`config.mk`:
```
export PLATFORM = sky130hd
export DESIGN_NAME = ycbcr_color_distance_sum_flat
export DESIGN_NICKNAME = d
export VERILOG_FILES = /design/src/rtl/ycds_pkg.sv /design/src/rtl/ycds_ifs.sv /design/src/rtl/ycds_fifo.sv /design/src/rtl/ycds_front.sv /design/src/rtl/ycds_back.sv /design/src/rtl/ycbcr_color_distance_sum.sv /design/src/flat_wrapper.sv
export SDC_FILE = /design/constraint.sdc
export NUM_CORES = 2
export LEC_CHECK = 0
export ABC_AREA = 1
export BUFFER_PORTS_ARGS = -buffer_cell sky130_fd_sc_hd__buf_2
export CORE_UTILIZATION = 45
export CTS_CLUSTER_DIAMETER = 80
export DETAILED_ROUTE_END_ITERATION = 6
export PLACE_DENSITY_LB_ADDON = 0.3
export SLEW_MARGIN = 20
export SYNTH_ARGS = -nofsm -noshare
export SYNTH_HDL_FRONTEND = slang
export SYNTH_SLANG_ARGS = --single-unit
```
`constraint.sdc`:
```
create_clock -name i_clk -period 9.5 [get_ports i_clk]
set_clock_uncertainty 0.15 [all_clocks]
set_input_delay 2.85 -clock i_clk [delete_from_list [all_inputs] [get_ports i_clk]]
set_output_delay 2.85 -clock i_clk [all_outputs]
set_load 0.1 [all_outputs]
```
`src/rtl/ycds_pkg.sv`:
```
// Shared types and constants for the YCbCr color distance summer.
// Fixed-point widths, luma/chroma coefficients, queue item and sequencer state.
// No dependencies.
`default_nettype none

package ycds_pkg;

    localparam int FRAC_BITS = 8;          // fraction bits of luma, chroma and distance

    localparam int PIX_W  = 32;
    localparam int DIFF_W = 9;             // signed channel difference
    localparam int SUM_W  = 40;
    localparam logic [SUM_W-1:0] SUM_MAX = '1;

    // Q0.16 coefficients
    localparam int KY_R = 19595;
    localparam int KY_G = 38470;
    localparam int KY_B = 7471;
    localparam int K_CB = 36962;
    localparam int K_CR = 46727;

    localparam int ACC_W  = 26;            // luma difference in Q16, also B*2^16 - Y
    localparam int PROD_W = 44;            // chroma coefficient product
    localparam int SH_Y   = 16 - FRAC_BITS;
    localparam int SH_C   = 32 - FRAC_BITS;
    localparam int DY_W   = FRAC_BITS + 10;
    localparam int CH_W   = FRAC_BITS + 11;
    localparam int SQ_W   = 2 * CH_W;
    localparam int RAD_W  = SQ_W + 4;      // 4*S, even width
    localparam int RT_W   = RAD_W / 2;     // root width, one bit per cycle
    localparam int RCNT_W = $clog2(RT_W);

    typedef struct packed {
        logic signed [DIFF_W-1:0] dr;
        logic signed [DIFF_W-1:0] dg;
        logic signed [DIFF_W-1:0] db;
        logic                     sel;     // pixel takes part in the sum
        logic                     last;
    } t_item;

    typedef enum logic [2:0] {
        ST_IDLE,
        ST_LUMA,
        ST_CHROMA,
        ST_ROUND,
        ST_SQUARE,
        ST_SUM,
        ST_ROOT,
        ST_ACCUM
    } t_state;

endpackage

`default_nettype wire

```
`src/rtl/ycds_ifs.sv`:
```
// Valid/ready channels of the color distance summer: pixel pairs in, frame sums out.
// Depends on ycds_pkg for field widths.
`default_nettype none

interface ycds_pix_if;
    logic                        valid;
    logic                        ready;
    logic [ycds_pkg::PIX_W-1:0]  pixel_a;
    logic [ycds_pkg::PIX_W-1:0]  pixel_b;
    logic                        last_pixel;

    modport source (output valid, pixel_a, pixel_b, last_pixel, input ready);
    modport sink   (input valid, pixel_a, pixel_b, last_pixel, output ready);
endinterface

interface ycds_sum_if;
    logic                        valid;
    logic                        ready;
    logic [ycds_pkg::SUM_W-1:0]  frame_sum;

    modport source (output valid, frame_sum, input ready);
    modport sink   (input valid, frame_sum, output ready);
endinterface

`default_nettype wire

```
`src/rtl/ycds_fifo.sv`:
```
// Short item queue between the front and back of the color distance summer.
// Depends on ycds_pkg (t_item). DEPTH must be 2 or more.
`default_nettype none

module ycds_fifo #(
    parameter int DEPTH = 4
) (
    input  logic            i_clk,
    input  logic            i_rst_n,
    input  logic            i_push,
    input  ycds_pkg::t_item i_data,
    output logic            o_full,
    input  logic            i_pop,
    output ycds_pkg::t_item o_data,
    output logic            o_empty
);

    localparam int PTR_W = $clog2(DEPTH);
    localparam int CNT_W = $clog2(DEPTH + 1);
    localparam logic [PTR_W-1:0] PTR_LAST = PTR_W'(DEPTH - 1);

    ycds_pkg::t_item  r_mem [DEPTH];
    logic [PTR_W-1:0] r_wr;
    logic [PTR_W-1:0] r_rd;
    logic [CNT_W-1:0] r_cnt;

    assign o_full  = (r_cnt == CNT_W'(DEPTH));
    assign o_empty = (r_cnt == '0);
    assign o_data  = r_mem[r_rd];

    always_ff @(posedge i_clk) begin
        if (i_push) begin
            r_mem[r_wr] <= i_data;
        end
    end

    always_ff @(posedge i_clk) begin
        if (!i_rst_n) begin
            r_wr  <= '0;
            r_rd  <= '0;
            r_cnt <= '0;
        end else begin
            if (i_push) begin
                r_wr <= (r_wr == PTR_LAST) ? '0 : r_wr + PTR_W'(1);
            end
            if (i_pop) begin
                r_rd <= (r_rd == PTR_LAST) ? '0 : r_rd + PTR_W'(1);
            end
            case ({i_push, i_pop})
                2'b10:   r_cnt <= r_cnt + CNT_W'(1);
                2'b01:   r_cnt <= r_cnt - CNT_W'(1);
                default: r_cnt <= r_cnt;
            endcase
        end
    end

endmodule

`default_nettype wire

```
`src/rtl/ycds_front.sv`:
```
// Front end: takes pixel pairs, forms channel differences and marks which
// pixels count under the stride mode. Holds the mode register and pixel parity.
// Depends on ycds_pkg and ycds_ifs.
`default_nettype none

module ycds_front (
    input  logic            i_clk,
    input  logic            i_rst_n,
    input  logic            i_cfg_we,
    input  logic            i_cfg_wdata,
    ycds_pix_if.sink        i_pix,
    input  logic            i_full,
    output logic            o_push,
    output ycds_pkg::t_item o_item
);

    logic r_stride;
    logic r_parity;

    assign i_pix.ready = !i_full;
    assign o_push      = i_pix.valid && !i_full;

    always_comb begin
        o_item.dr   = $signed({1'b0, i_pix.pixel_a[7:0]})   - $signed({1'b0, i_pix.pixel_b[7:0]});
        o_item.dg   = $signed({1'b0, i_pix.pixel_a[15:8]})  - $signed({1'b0, i_pix.pixel_b[15:8]});
        o_item.db   = $signed({1'b0, i_pix.pixel_a[23:16]}) - $signed({1'b0, i_pix.pixel_b[23:16]});
        o_item.sel  = !r_stride || !r_parity;
        o_item.last = i_pix.last_pixel;
    end

    always_ff @(posedge i_clk) begin
        if (!i_rst_n) begin
            r_stride <= 1'b1;
            r_parity <= 1'b0;
        end else begin
            if (i_cfg_we) begin
                r_stride <= i_cfg_wdata;
            end
            if (o_push) begin
                // parity restarts at even with each frame
                r_parity <= i_pix.last_pixel ? 1'b0 : !r_parity;
            end
        end
    end

endmodule

`default_nettype wire

```
`src/rtl/ycds_back.sv`:
```
// Back end: per-pixel YCbCr distance through a multi-cycle sequencer with a
// bit-serial square root, saturating frame accumulation and output register.
// Depends on ycds_pkg and ycds_ifs.
`default_nettype none

module ycds_back (
    input  logic            i_clk,
    input  logic            i_rst_n,
    input  logic            i_empty,
    input  ycds_pkg::t_item i_item,
    output logic            o_pop,
    ycds_sum_if.source      o_sum
);

    localparam int ACC_W  = ycds_pkg::ACC_W;
    localparam int PROD_W = ycds_pkg::PROD_W;
    localparam int DY_W   = ycds_pkg::DY_W;
    localparam int CH_W   = ycds_pkg::CH_W;
    localparam int SQ_W   = ycds_pkg::SQ_W;
    localparam int RAD_W  = ycds_pkg::RAD_W;
    localparam int RT_W   = ycds_pkg::RT_W;
    localparam int RCNT_W = ycds_pkg::RCNT_W;
    localparam int SUM_W  = ycds_pkg::SUM_W;
    localparam int SH_Y   = ycds_pkg::SH_Y;
    localparam int SH_C   = ycds_pkg::SH_C;

    localparam logic signed [ACC_W-1:0]  C_YR = ACC_W'(ycds_pkg::KY_R);
    localparam logic signed [ACC_W-1:0]  C_YG = ACC_W'(ycds_pkg::KY_G);
    localparam logic signed [ACC_W-1:0]  C_YB = ACC_W'(ycds_pkg::KY_B);
    localparam logic signed [PROD_W-1:0] C_CB = PROD_W'(ycds_pkg::K_CB);
    localparam logic signed [PROD_W-1:0] C_CR = PROD_W'(ycds_pkg::K_CR);

    // round to nearest, ties away from zero: (v + half - neg) >>> sh
    localparam bit                      ADJ_Y  = (SH_Y > 0);
    localparam logic signed [ACC_W-1:0]  HALF_Y = ADJ_Y ? (ACC_W'(1) << (SH_Y - 1)) : ACC_W'(0);
    localparam logic signed [PROD_W-1:0] HALF_C = PROD_W'(1) << (SH_C - 1);

    ycds_pkg::t_state r_state;
    ycds_pkg::t_state n_state;

    ycds_pkg::t_item           r_item;
    logic signed [ACC_W-1:0]   r_dy_acc;
    logic signed [DY_W-1:0]    r_dy;
    logic signed [PROD_W-1:0]  r_pcb;
    logic signed [PROD_W-1:0]  r_pcr;
    logic signed [CH_W-1:0]    r_dcb;
    logic signed [CH_W-1:0]    r_dcr;
    logic [SQ_W-1:0]           r_sq_y;
    logic [SQ_W-1:0]           r_sq_cb;
    logic [SQ_W-1:0]           r_sq_cr;
    logic [RAD_W-1:0]          r_rad;
    logic [RT_W:0]             r_rem;
    logic [RT_W-1:0]           r_root;
    logic [RCNT_W-1:0]         r_cnt;
    logic [SUM_W-1:0]          r_sum;
    logic [SUM_W-1:0]          r_frame_sum;
    logic                      r_out_valid;

    logic signed [ACC_W-1:0]   dy_acc_n;
    logic signed [ACC_W-1:0]   cb_arg;
    logic signed [ACC_W-1:0]   cr_arg;
    logic signed [PROD_W-1:0]  pcb_n;
    logic signed [PROD_W-1:0]  pcr_n;
    logic signed [ACC_W-1:0]   dy_tmp;
    logic signed [PROD_W-1:0]  cb_tmp;
    logic signed [PROD_W-1:0]  cr_tmp;
    logic signed [SQ_W-1:0]    sq_y_s;
    logic signed [SQ_W-1:0]    sq_cb_s;
    logic signed [SQ_W-1:0]    sq_cr_s;
    logic [RAD_W-1:0]          rad_n;
    logic [RT_W+1:0]           rem_sh;
    logic [RT_W+1:0]           trial;
    logic                      take;
    logic [RT_W:0]             dist_p;
    logic [SUM_W:0]            acc;
    logic [SUM_W-1:0]          sum_sat;
    logic                      out_free;
    logic                      accum_done;

    always_comb begin
        dy_acc_n = C_YR * r_item.dr + C_YG * r_item.dg + C_YB * r_item.db;

        cb_arg = (ACC_W'(r_item.db) <<< 16) - r_dy_acc;
        cr_arg = (ACC_W'(r_item.dr) <<< 16) - r_dy_acc;
        pcb_n  = C_CB * cb_arg;
        pcr_n  = C_CR * cr_arg;

        dy_tmp = r_dy_acc + HALF_Y - ACC_W'(ADJ_Y & r_dy_acc[ACC_W-1]);
        cb_tmp = r_pcb + HALF_C - PROD_W'(r_pcb[PROD_W-1]);
        cr_tmp = r_pcr + HALF_C - PROD_W'(r_pcr[PROD_W-1]);

        sq_y_s  = r_dy * r_dy;
        sq_cb_s = r_dcb * r_dcb;
        sq_cr_s = r_dcr * r_dcr;

        // 4*S = 4*dy^2 + 2*dcb^2 + 2*dcr^2
        rad_n = (RAD_W'(r_sq_y) << 2) + (RAD_W'(r_sq_cb) << 1) + (RAD_W'(r_sq_cr) << 1);

        // one root bit per cycle, two radicand bits brought down
        rem_sh = {r_rem[RT_W-1:0], r_rad[RAD_W-1 -: 2]};
        trial  = {r_root, 2'b01};
        take   = (rem_sh >= trial);

        dist_p  = (RT_W + 1)'(r_root) + (RT_W + 1)'(1);
        acc     = {1'b0, r_sum} + (r_item.sel ? (SUM_W + 1)'(dist_p[RT_W:1]) : '0);
        sum_sat = acc[SUM_W] ? ycds_pkg::SUM_MAX : acc[SUM_W-1:0];
    end

    assign out_free    = !r_out_valid || o_sum.ready;
    assign o_sum.valid     = r_out_valid;
    assign o_sum.frame_sum = r_frame_sum;

    always_ff @(posedge i_clk) begin
        if (!i_rst_n) begin
            r_state <= ycds_pkg::ST_IDLE;
        end else begin
            r_state <= n_state;
        end
    end

    always_comb begin
        n_state    = r_state;
        o_pop      = 1'b0;
        accum_done = 1'b0;
        case (r_state)
            ycds_pkg::ST_IDLE: begin
                if (!i_empty) begin
                    o_pop   = 1'b1;
                    n_state = i_item.sel ? ycds_pkg::ST_LUMA : ycds_pkg::ST_ACCUM;
                end
            end
            ycds_pkg::ST_LUMA:   n_state = ycds_pkg::ST_CHROMA;
            ycds_pkg::ST_CHROMA: n_state = ycds_pkg::ST_ROUND;
            ycds_pkg::ST_ROUND:  n_state = ycds_pkg::ST_SQUARE;
            ycds_pkg::ST_SQUARE: n_state = ycds_pkg::ST_SUM;
            ycds_pkg::ST_SUM:    n_state = ycds_pkg::ST_ROOT;
            ycds_pkg::ST_ROOT: begin
                if (r_cnt == '0) begin
                    n_state = ycds_pkg::ST_ACCUM;
                end
            end
            ycds_pkg::ST_ACCUM: begin
                // a frame end waits for the output register
                if (!r_item.last || out_free) begin
                    accum_done = 1'b1;
                    n_state    = ycds_pkg::ST_IDLE;
                end
            end
            default: n_state = ycds_pkg::ST_IDLE;
        endcase
    end

    always_ff @(posedge i_clk) begin
        case (r_state)
            ycds_pkg::ST_IDLE: begin
                r_item <= i_item;
            end
            ycds_pkg::ST_LUMA: begin
                r_dy_acc <= dy_acc_n;
            end
            ycds_pkg::ST_CHROMA: begin
                r_pcb <= pcb_n;
                r_pcr <= pcr_n;
                r_dy  <= DY_W'(dy_tmp >>> SH_Y);
            end
            ycds_pkg::ST_ROUND: begin
                r_dcb <= CH_W'(cb_tmp >>> SH_C);
                r_dcr <= CH_W'(cr_tmp >>> SH_C);
            end
            ycds_pkg::ST_SQUARE: begin
                r_sq_y  <= $unsigned(sq_y_s);
                r_sq_cb <= $unsigned(sq_cb_s);
                r_sq_cr <= $unsigned(sq_cr_s);
            end
            ycds_pkg::ST_SUM: begin
                r_rad  <= rad_n;
                r_rem  <= '0;
                r_root <= '0;
                r_cnt  <= RCNT_W'(RT_W - 1);
            end
            ycds_pkg::ST_ROOT: begin
                r_rad  <= r_rad << 2;
                r_rem  <= take ? (RT_W + 1)'(rem_sh - trial) : rem_sh[RT_W:0];
                r_root <= {r_root[RT_W-2:0], take};
                r_cnt  <= r_cnt - RCNT_W'(1);
            end
            default: begin
                r_item <= r_item;
            end
        endcase
    end

    always_ff @(posedge i_clk) begin
        if (accum_done && r_item.last) begin
            r_frame_sum <= sum_sat;
        end
    end

    always_ff @(posedge i_clk) begin
        if (!i_rst_n) begin
            r_sum       <= '0;
            r_out_valid <= 1'b0;
        end else begin
            if (accum_done) begin
                r_sum <= r_item.last ? '0 : sum_sat;
            end
            if (accum_done && r_item.last) begin
                r_out_valid <= 1'b1;
            end else if (o_sum.ready) begin
                r_out_valid <= 1'b0;
            end
        end
    end

endmodule

`default_nettype wire

```
`src/rtl/ycbcr_color_distance_sum.sv`:
```
// Top level of the YCbCr color distance summer: front end, item queue, back end.
// Depends on ycds_pkg, ycds_ifs, ycds_front, ycds_fifo and ycds_back.
//
// Takes one pixel pair per beat on i_pix and returns the saturating frame sum of
// sqrt(dY^2 + (dCb^2 + dCr^2)/2), 8 fraction bits, on o_sum after the beat
// marked last_pixel. The front end accepts a pair every cycle while the queue
// (QUEUE_DEPTH entries) has room. The back end steps each counted pair through
// the states LUMA, CHROMA, ROUND, SQUARE, SUM, ROOT and ACCUM, with the square
// root yielding one bit per cycle; a pair skipped by stride mode only does ACCUM.
// The back end takes no new pair before it is through with the last one. The frame
// sum waits in an output register, so processing of the next frame continues
// while it is pending. stride_mode (reset 1) is written through i_cfg_we /
// i_cfg_wdata; the user must do this only while the block is idle (not enforced).
`default_nettype none

module ycbcr_color_distance_sum #(
    parameter int QUEUE_DEPTH = 4
) (
    input  logic        i_clk,
    input  logic        i_rst_n,
    input  logic        i_cfg_we,
    input  logic        i_cfg_wdata,
    ycds_pix_if.sink    i_pix,
    ycds_sum_if.source  o_sum
);

    logic            push;
    logic            pop;
    logic            full;
    logic            empty;
    ycds_pkg::t_item push_item;
    ycds_pkg::t_item pop_item;

    ycds_front u_front (
        .i_clk       (i_clk),
        .i_rst_n     (i_rst_n),
        .i_cfg_we    (i_cfg_we),
        .i_cfg_wdata (i_cfg_wdata),
        .i_pix       (i_pix),
        .i_full      (full),
        .o_push      (push),
        .o_item      (push_item)
    );

    ycds_fifo #(
        .DEPTH (QUEUE_DEPTH)
    ) u_fifo (
        .i_clk   (i_clk),
        .i_rst_n (i_rst_n),
        .i_push  (push),
        .i_data  (push_item),
        .o_full  (full),
        .i_pop   (pop),
        .o_data  (pop_item),
        .o_empty (empty)
    );

    ycds_back u_back (
        .i_clk   (i_clk),
        .i_rst_n (i_rst_n),
        .i_empty (empty),
        .i_item  (pop_item),
        .o_pop   (pop),
        .o_sum   (o_sum)
    );

endmodule

`default_nettype wire
```
`src/flat_wrapper.sv`:
```
// flat-port wrapper written by rule: the top's interface ports become plain ports
module ycbcr_color_distance_sum_flat 
#(
    parameter int QUEUE_DEPTH = 4
)
  (i_clk, i_rst_n, i_cfg_we, i_cfg_wdata, i_pix_valid, i_pix_pixel_a, i_pix_pixel_b, i_pix_last_pixel, i_pix_ready, o_sum_valid, o_sum_frame_sum, o_sum_ready);
  ycds_pix_if i_pix_i ();
  ycds_sum_if o_sum_i ();
  input  logic i_clk;
  input  logic i_rst_n;
  input  logic i_cfg_we;
  input  logic i_cfg_wdata;
  input wire logic [$bits(i_pix_i.valid)-1:0] i_pix_valid;
  input wire logic [$bits(i_pix_i.pixel_a)-1:0] i_pix_pixel_a;
  input wire logic [$bits(i_pix_i.pixel_b)-1:0] i_pix_pixel_b;
  input wire logic [$bits(i_pix_i.last_pixel)-1:0] i_pix_last_pixel;
  output wire logic [$bits(i_pix_i.ready)-1:0] i_pix_ready;
  output wire logic [$bits(o_sum_i.valid)-1:0] o_sum_valid;
  output wire logic [$bits(o_sum_i.frame_sum)-1:0] o_sum_frame_sum;
  input wire logic [$bits(o_sum_i.ready)-1:0] o_sum_ready;
  assign i_pix_i.valid = i_pix_valid;
  assign i_pix_i.pixel_a = i_pix_pixel_a;
  assign i_pix_i.pixel_b = i_pix_pixel_b;
  assign i_pix_i.last_pixel = i_pix_last_pixel;
  assign i_pix_ready = i_pix_i.ready;
  assign o_sum_valid = o_sum_i.valid;
  assign o_sum_frame_sum = o_sum_i.frame_sum;
  assign o_sum_i.ready = o_sum_ready;
  ycbcr_color_distance_sum #(.QUEUE_DEPTH(QUEUE_DEPTH)) u_core (.i_clk(i_clk), .i_rst_n(i_rst_n), .i_cfg_we(i_cfg_we), .i_cfg_wdata(i_cfg_wdata), .i_pix(i_pix_i), .o_sum(o_sum_i));
endmodule
```
---- Word-level counts from Yosys, hierarchy flattened ----
Memories as Yosys holds them, arrays and structs flattened. A register that Yosys moved wholly into a read port is not among the register bits.
Index checks and enable logic that the tools add are counted.
word-level totals
  input port bits ......................... 71
  bits in writable memories ............... 116
  memories ................................ 1
  word-level logic and storage cells ...... 119
  bits in registers ....................... 492
  bits in latches ......................... 0
  memory bits (read-only) ................. 0
  output and inout port bits .............. 42
cells by class
  shift operators ......................... 0
  $add $sub $neg .......................... 23
  bitwise gates (word level) .............. 0
  multipliers ............................. 8
  mux-type cells .......................... 27
  eq/ne operators ......................... 15
  div/mod/pow operators ................... 0
  reductions and logical operators ........ 17
  order comparisons ....................... 1
memories
  memory               words  width  read ports  clocked after memory_dff  write ports  line             text
  u_core.u_fifo.r_mem  4      29     1           1                         1            ycds_fifo.sv:22  ycds_pkg::t_item r_mem [DEPTH];
operators with widths
  operator                number
  $add 43x24->43 const B  2
  $sub 43x1->43           2
  $pmux 21 s2             2
  $pmux 42 s2             1
  $mux 40                 2
  $mul 19x19->38          2
  $sub 25x26->26          2
  $mul 16x9->25 const A   2
  $mul 17x26->43 const A  1
  $add 41x39->42          1
  $mul 16x26->42 const A  1
  $mux 21                 2
  $add 40x21->41          1
  $add 40x39->41          1
  $mul 18x18->36          1
  $sub 8x8->9             3
  $add 26x23->26          1
  $add 26x26->26          1
  $add 26x8->26 const B   1
  $sub 26x1->26           1
  $pmux 3 s8              1
  $ge 23x23->1            1
  $mul 14x9->23 const A   1
  $add 21x1->22 const B   1
  23 further kinds        57

---- Longest topological paths before layout ----
  depth after elaboration ................. 7
  depth in mapped cells ................... 38
  mapped depth without buffers ............ 38

---- Cells and area by module ----
A second synthesis with hierarchy kept.
second synthesis, totals
  cells, all modules ...................... 11362
  area total of the unflattened synthesis .. 97138.2 µm²
modules (own cells, without submodules)
  module      seq. area each (µm²)  times used  cells an instance  area an instance (µm²)
  ycds_back   13853.3               1           10788              90780.8
  ycds_fifo   3663.5                1           341                5071.1
  ycds_front  40.0                  1           233                1286.2

---- Least setup slack after synthesis ----
Ideal clock, no wire load.
  path kind ............................... reg-to-reg
  start ................................... register u_core.u_back.r_item[26] (netlist name)
  end ..................................... register u_core.u_back.r_dy_acc[22] (data pin)
  library setup time ...................... 0.259 ns
  path slack .............................. 2.391 ns
  buffers on the path ..................... 0
  arrival ................................. 6.700 ns
  cell stages (with the launch flop) ...... 31
  cells stage by stage .................... edfxtp_1 inv_1 ha_1 inv_1 ha_1 fa_1 inv_1 fa_1 inv_1 fa_1 ha_1 inv_1 nor3_1 a21oi_1 o21ai_0 xor2_1 ha_1 inv_1 fa_1 fa_1 fa_1 inv_1 ha_1 a21oi_1 o21ai_0 a21oi_1 o21ai_1 a21oi_1 o21ai_1 nand2_1 nand2_1
between the ends
  longest elaborated chain between the ends .. 3
RTL lines
  what                            line              text
  start: declaration              ycds_back.sv:41   ycds_pkg::t_item r_item;
  start signal: assignment        ycds_back.sv:156  r_item <= i_item;
  start signal: assignment        ycds_back.sv:188  r_item <= r_item;
  $mul 16x9->25                   ycds_back.sv:81   dy_acc_n = C_YR * r_item.dr + C_YG * r_item.dg + C_YB * r_item.db;
  $add 26x26->26                  ycds_back.sv:81
  $add 26x23->26                  ycds_back.sv:81
  net u_core.u_back.dy_acc_n[22]  ycds_back.sv:59   logic signed [ACC_W-1:0] dy_acc_n;
  end signal: assignment          ycds_back.sv:159  r_dy_acc <= dy_acc_n;
  end: declaration                ycds_back.sv:42   logic signed [ACC_W-1:0] r_dy_acc;
The timed path passes the listed nets, and every way through them passes these cells.
A chain may end at the register's enable or synchronous reset.

---- Worst setup path in the final report ----
  start ................................... register u_core.u_back.r_item[26] (netlist name)
  end ..................................... register u_core.u_back.r_dy_acc[21] (data pin)
Same word-level chain as after synthesis.

==> flow_metrics.py <==
metrics = {
    "worst_setup_path": {
        "crit_type": "register to register",
        "cp-start-kind": "register",
        "critPathMostFrequentCell": "inv_1",
        "arrival_ns": 8.48,
        "rrSetupSlack_ns": 1.34,
        "cp_slowest_cell": "edfxtp_1",
        "cp_slowest_stage_delay_ns": 0.53,
        "crit_fanout": 6,
        "endpoint_kind": "register",
        "worstPathRequired_ns": 9.82,
        "cp_top_family": "adder cells",
        "cp_num_buf_inv": 7,
    },
    "yosys": {
        "synth_top_family_by_area": "adder cells",
        "synth_cells": 11280,
        "synth_area_um2": 96590,
        "synth_compound_area_share_pct": 7.385,
        "ys_seq_area_share_pct": 18.18,
        "synthMuxAreaShare_pct": 0,
        "synthAdderAreaFrac_pct": 44.33,
        "synth.area.top_cells": "fa_1 (29%), edfxtp_1 (17%), ha_1 (16%)",
        "synth.distinct_cells": 63,
        "synthXorXnorAreaFrac_pct": 3.700,
        "synth_top_cell_by_area": "fa_1",
        "synth_edf_count": 548,
        "synth_top_area_share_pct": 28.64,
        "ys.flop_type": "edfxtp_1",
        "ys_ff_latch": 603,
        "synthSimpleGateAreaFrac_pct": 14.53,
        "syn_avg_cell_area_um2": 8.562,
        "yosys_warnings": 0,
        "async_reset_ff_share_pct": 0,
        "syn_nets": 13950,
    },
    "floorplan": {
        "die_w_um": 465.3,
        "start_util_pct": 45.41,
        "core_area_um2": 212700,
        "die_h_um": 465.3,
        "die_area_um2": 216500,
        "floorplan.rows": 169,
        "io_pins": 113,
    },
    "global_routing": {
        "grt_max_degree": 69,
        "grt.busiest_layer": "met2",
        "grt_use_met1_pct": 29.76,
        "use_met2_pct": 42.05,
        "grt_util_met3_pct": 2.354,
        "antenna_found_initial": 4,
        "grt_pass1_wl_um": 404100,
        "grt_pass1_vias": 76410,
        "grt_use_total_pct": 23.47,
        "gr-total-overflow": 0,
    },
    "layout": {
        "nFillCells": 20600,
        "drive_above_1_share_pct": 3.965,
        "area_delta_synth_final_pct": 6.568,
        "finalNetCount": 14010,
        "multi_input_area_um2": 67610,
        "final-seq-area_um2": 17560,
    },
    "cts": {
        "root_buffer": "clkbuf_16",
        "clkLatencyLatePin_ns": 0.73,
        "cts_setup_buffers": 0,
        "cts_tree": "yes",
        "cts_resized": 0,
        "cts_max_path_buffers": 3,
        "cts_sinks": 603,
        "cts_max_level": 3,
        "clk_pin_slew_ns": 0.06,
        "ctsHoldBuffers": 0,
        "cts-buffers-inserted": 77,
    },
    "timing": {
        "setup_viol": 0,
        "final.period_utilization_pct": 85.92,
        "period_needed_ns": 8.162,
        "rsz0062_at_grt": "no",
        "tns_ns": 0,
        "max_slew_margin_pct": 20.31,
        "clock.fmax_mhz": 122.5,
        "drv_slew": 0,
        "worst_pin_slew_ns": 1.195,
        "finalHoldViolCount": 0,
    },
    "detailed_routing": {
        "post_drt_wl_per_cell_um": 17.58,
        "vias": 72470,
        "drc": 5,
        "drt_wl_total_um": 250100,
        "drtIter0Drc": 4262,
        "drt-pass1-iter-count": 7,
        "antenna_left": 0,
        "via_per_inst": 5.095,
    },
    "placed_design": {
        "gp_congestion": 0.9524,
        "hpwl_um": 211900,
        "port_buffers": 96,
    },
    "job": {
        "drv_cap": 0,
    },
    "outcome": {
        "violations": "design-rule violations",
        "outcome": "finished, violations left",
    },
    "hold_path": {
        "hp-class": "register to register",
    },
}
per-layer routing:
metal / share of wire (%) / up-vias
met5: 0.023 / -
met3: 4.1 / 369
met4: 3.0 / 4
met2: 50 / 1557
li1: - / 35070
met1: 42 / 35470
cell usage after synthesis (55+ instances only):
master,instances
xnor2_1,118
dfxtp_1,55
inv_1,2846
nand4_1,80
nand3_1,311
fa_1,1382
edfxtp_1,548
nor2_1,758
a21oi_1,556
nand2_1,1946
clkbuf_1,123
nor3_1,90
o21ai_0,395
ha_1,1211
xor2_1,290
cells in the final DEF, fill, tap and decap left out, drive strengths merged, types with 25 or more instances in the layout:
cell type | Yosys | final
edfxtp | 548 | 548
a31oi | 54 | 54
or2 | 45 | 45
nor4 | 25 | 25
clkbuf | 123 | 87
o21bai | 44 | 44
nand3 | 335 | 335
a21o | 49 | 49
o22ai | 29 | 29
nor2 | 765 | 765
nor3 | 97 | 97
clkinv | 2 | 34
nand2 | 1975 | 1975
inv | 2865 | 2876
fa | 1382 | 1382
xor2 | 290 | 290
xnor2 | 118 | 118
dfxtp | 55 | 55
ha | 1211 | 1211
o21ai | 431 | 431
a21oi | 586 | 586
nand4 | 81 | 81
buf | 47 | 151
flip-flops by register name, indices dropped and copies added (netlist names), 2 cells and up, named ones only:
name	count
u_core.u_back.o_sum.frame_sum	40
u_core.u_back.r_cnt	5
u_core.u_back.r_dcb	19
u_core.u_back.r_dcr	19
u_core.u_back.r_dy	18
u_core.u_back.r_dy_acc	26
u_core.u_back.r_item	29
u_core.u_back.r_pcb	41
u_core.u_back.r_pcr	43
u_core.u_back.r_rad	41
u_core.u_back.r_rem	21
u_core.u_back.r_root	21
u_core.u_back.r_sq_cb	37
u_core.u_back.r_sq_cr	37
u_core.u_back.r_sq_y	35
u_core.u_back.r_state	3
u_core.u_back.r_sum	40
u_core.u_fifo.r_cnt	3
u_core.u_fifo.r_mem	116
u_core.u_fifo.r_rd	2
u_core.u_fifo.r_wr	2
worst register-to-register path: cells and delay by family, from the launching register on:
family                   cells  cell delay, ns
adder cells (fa/ha/maj)     11            4.33
AO/OA/AOI/OAI                8            1.65
XOR/XNOR                     1            0.20
buffers and inverters        7            0.50
flip-flops                   1            0.53
AND/OR/NAND/NOR              3            0.57
through the flow:
step           std cells  utilization, %  setup WS (ns)  cell area [µm²]  hold slack (ns)
2_1_floorplan      11280               -          2.391            96590           0.2744
3_3_place_gp       14080           47.17          1.459           100300           0.3069
3_5_place_dp       14080           47.18          1.469           100400           0.3185
4_1_cts            14220           48.37          1.401           102900           0.3266
5_1_grt            14220           48.39         0.9479           102900           0.3495
6_report           14220           48.39          1.338           102900           0.3262
layout make-up:
class | count | area share [%]
Multi-Input combinational cell | 7641 | 65.69
Sequential cell | 603 | 17.06
Antenna cell | 2 | 0.004862
Tap cell | 2821 | 3.429
Inverter | 2867 | 10.46
Timing Repair Buffer | 151 | 0.9020
Clock inverter | 52 | 0.5397
Clock buffer | 87 | 1.918
cells by family after synthesis:
family                   count (synthesis)
AND/OR/NAND/NOR                       3358
buffers and inverters                 3037
adder cells (fa/ha/maj)               2593
AO/OA/AOI/OAI                         1282
flip-flops                             603
XOR/XNOR                               408
path summary, 6_finish.rpt:
path | endpoint | cells after the start | start
max | u_core.u_back.r_dy_acc[21]$_DFFE_PP_ | 30 | u_core.u_back.r_item[26]$_DFFE_PP_
min reg2reg | u_core.u_back.r_sum[10]$_SDFFE_PN0P_ | 2 | u_core.u_back.r_sum[10]$_SDFFE_PN0P_
min | u_core.u_back.r_sum[10]$_SDFFE_PN0P_ | 2 | u_core.u_back.r_sum[10]$_SDFFE_PN0P_
max reg2reg | u_core.u_back.r_dy_acc[21]$_DFFE_PP_ | 30 | u_core.u_back.r_item[26]$_DFFE_PP_
Power is not shown: default switching activity piles up to over one toggle a cycle in this logic, so the estimate is an artifact.
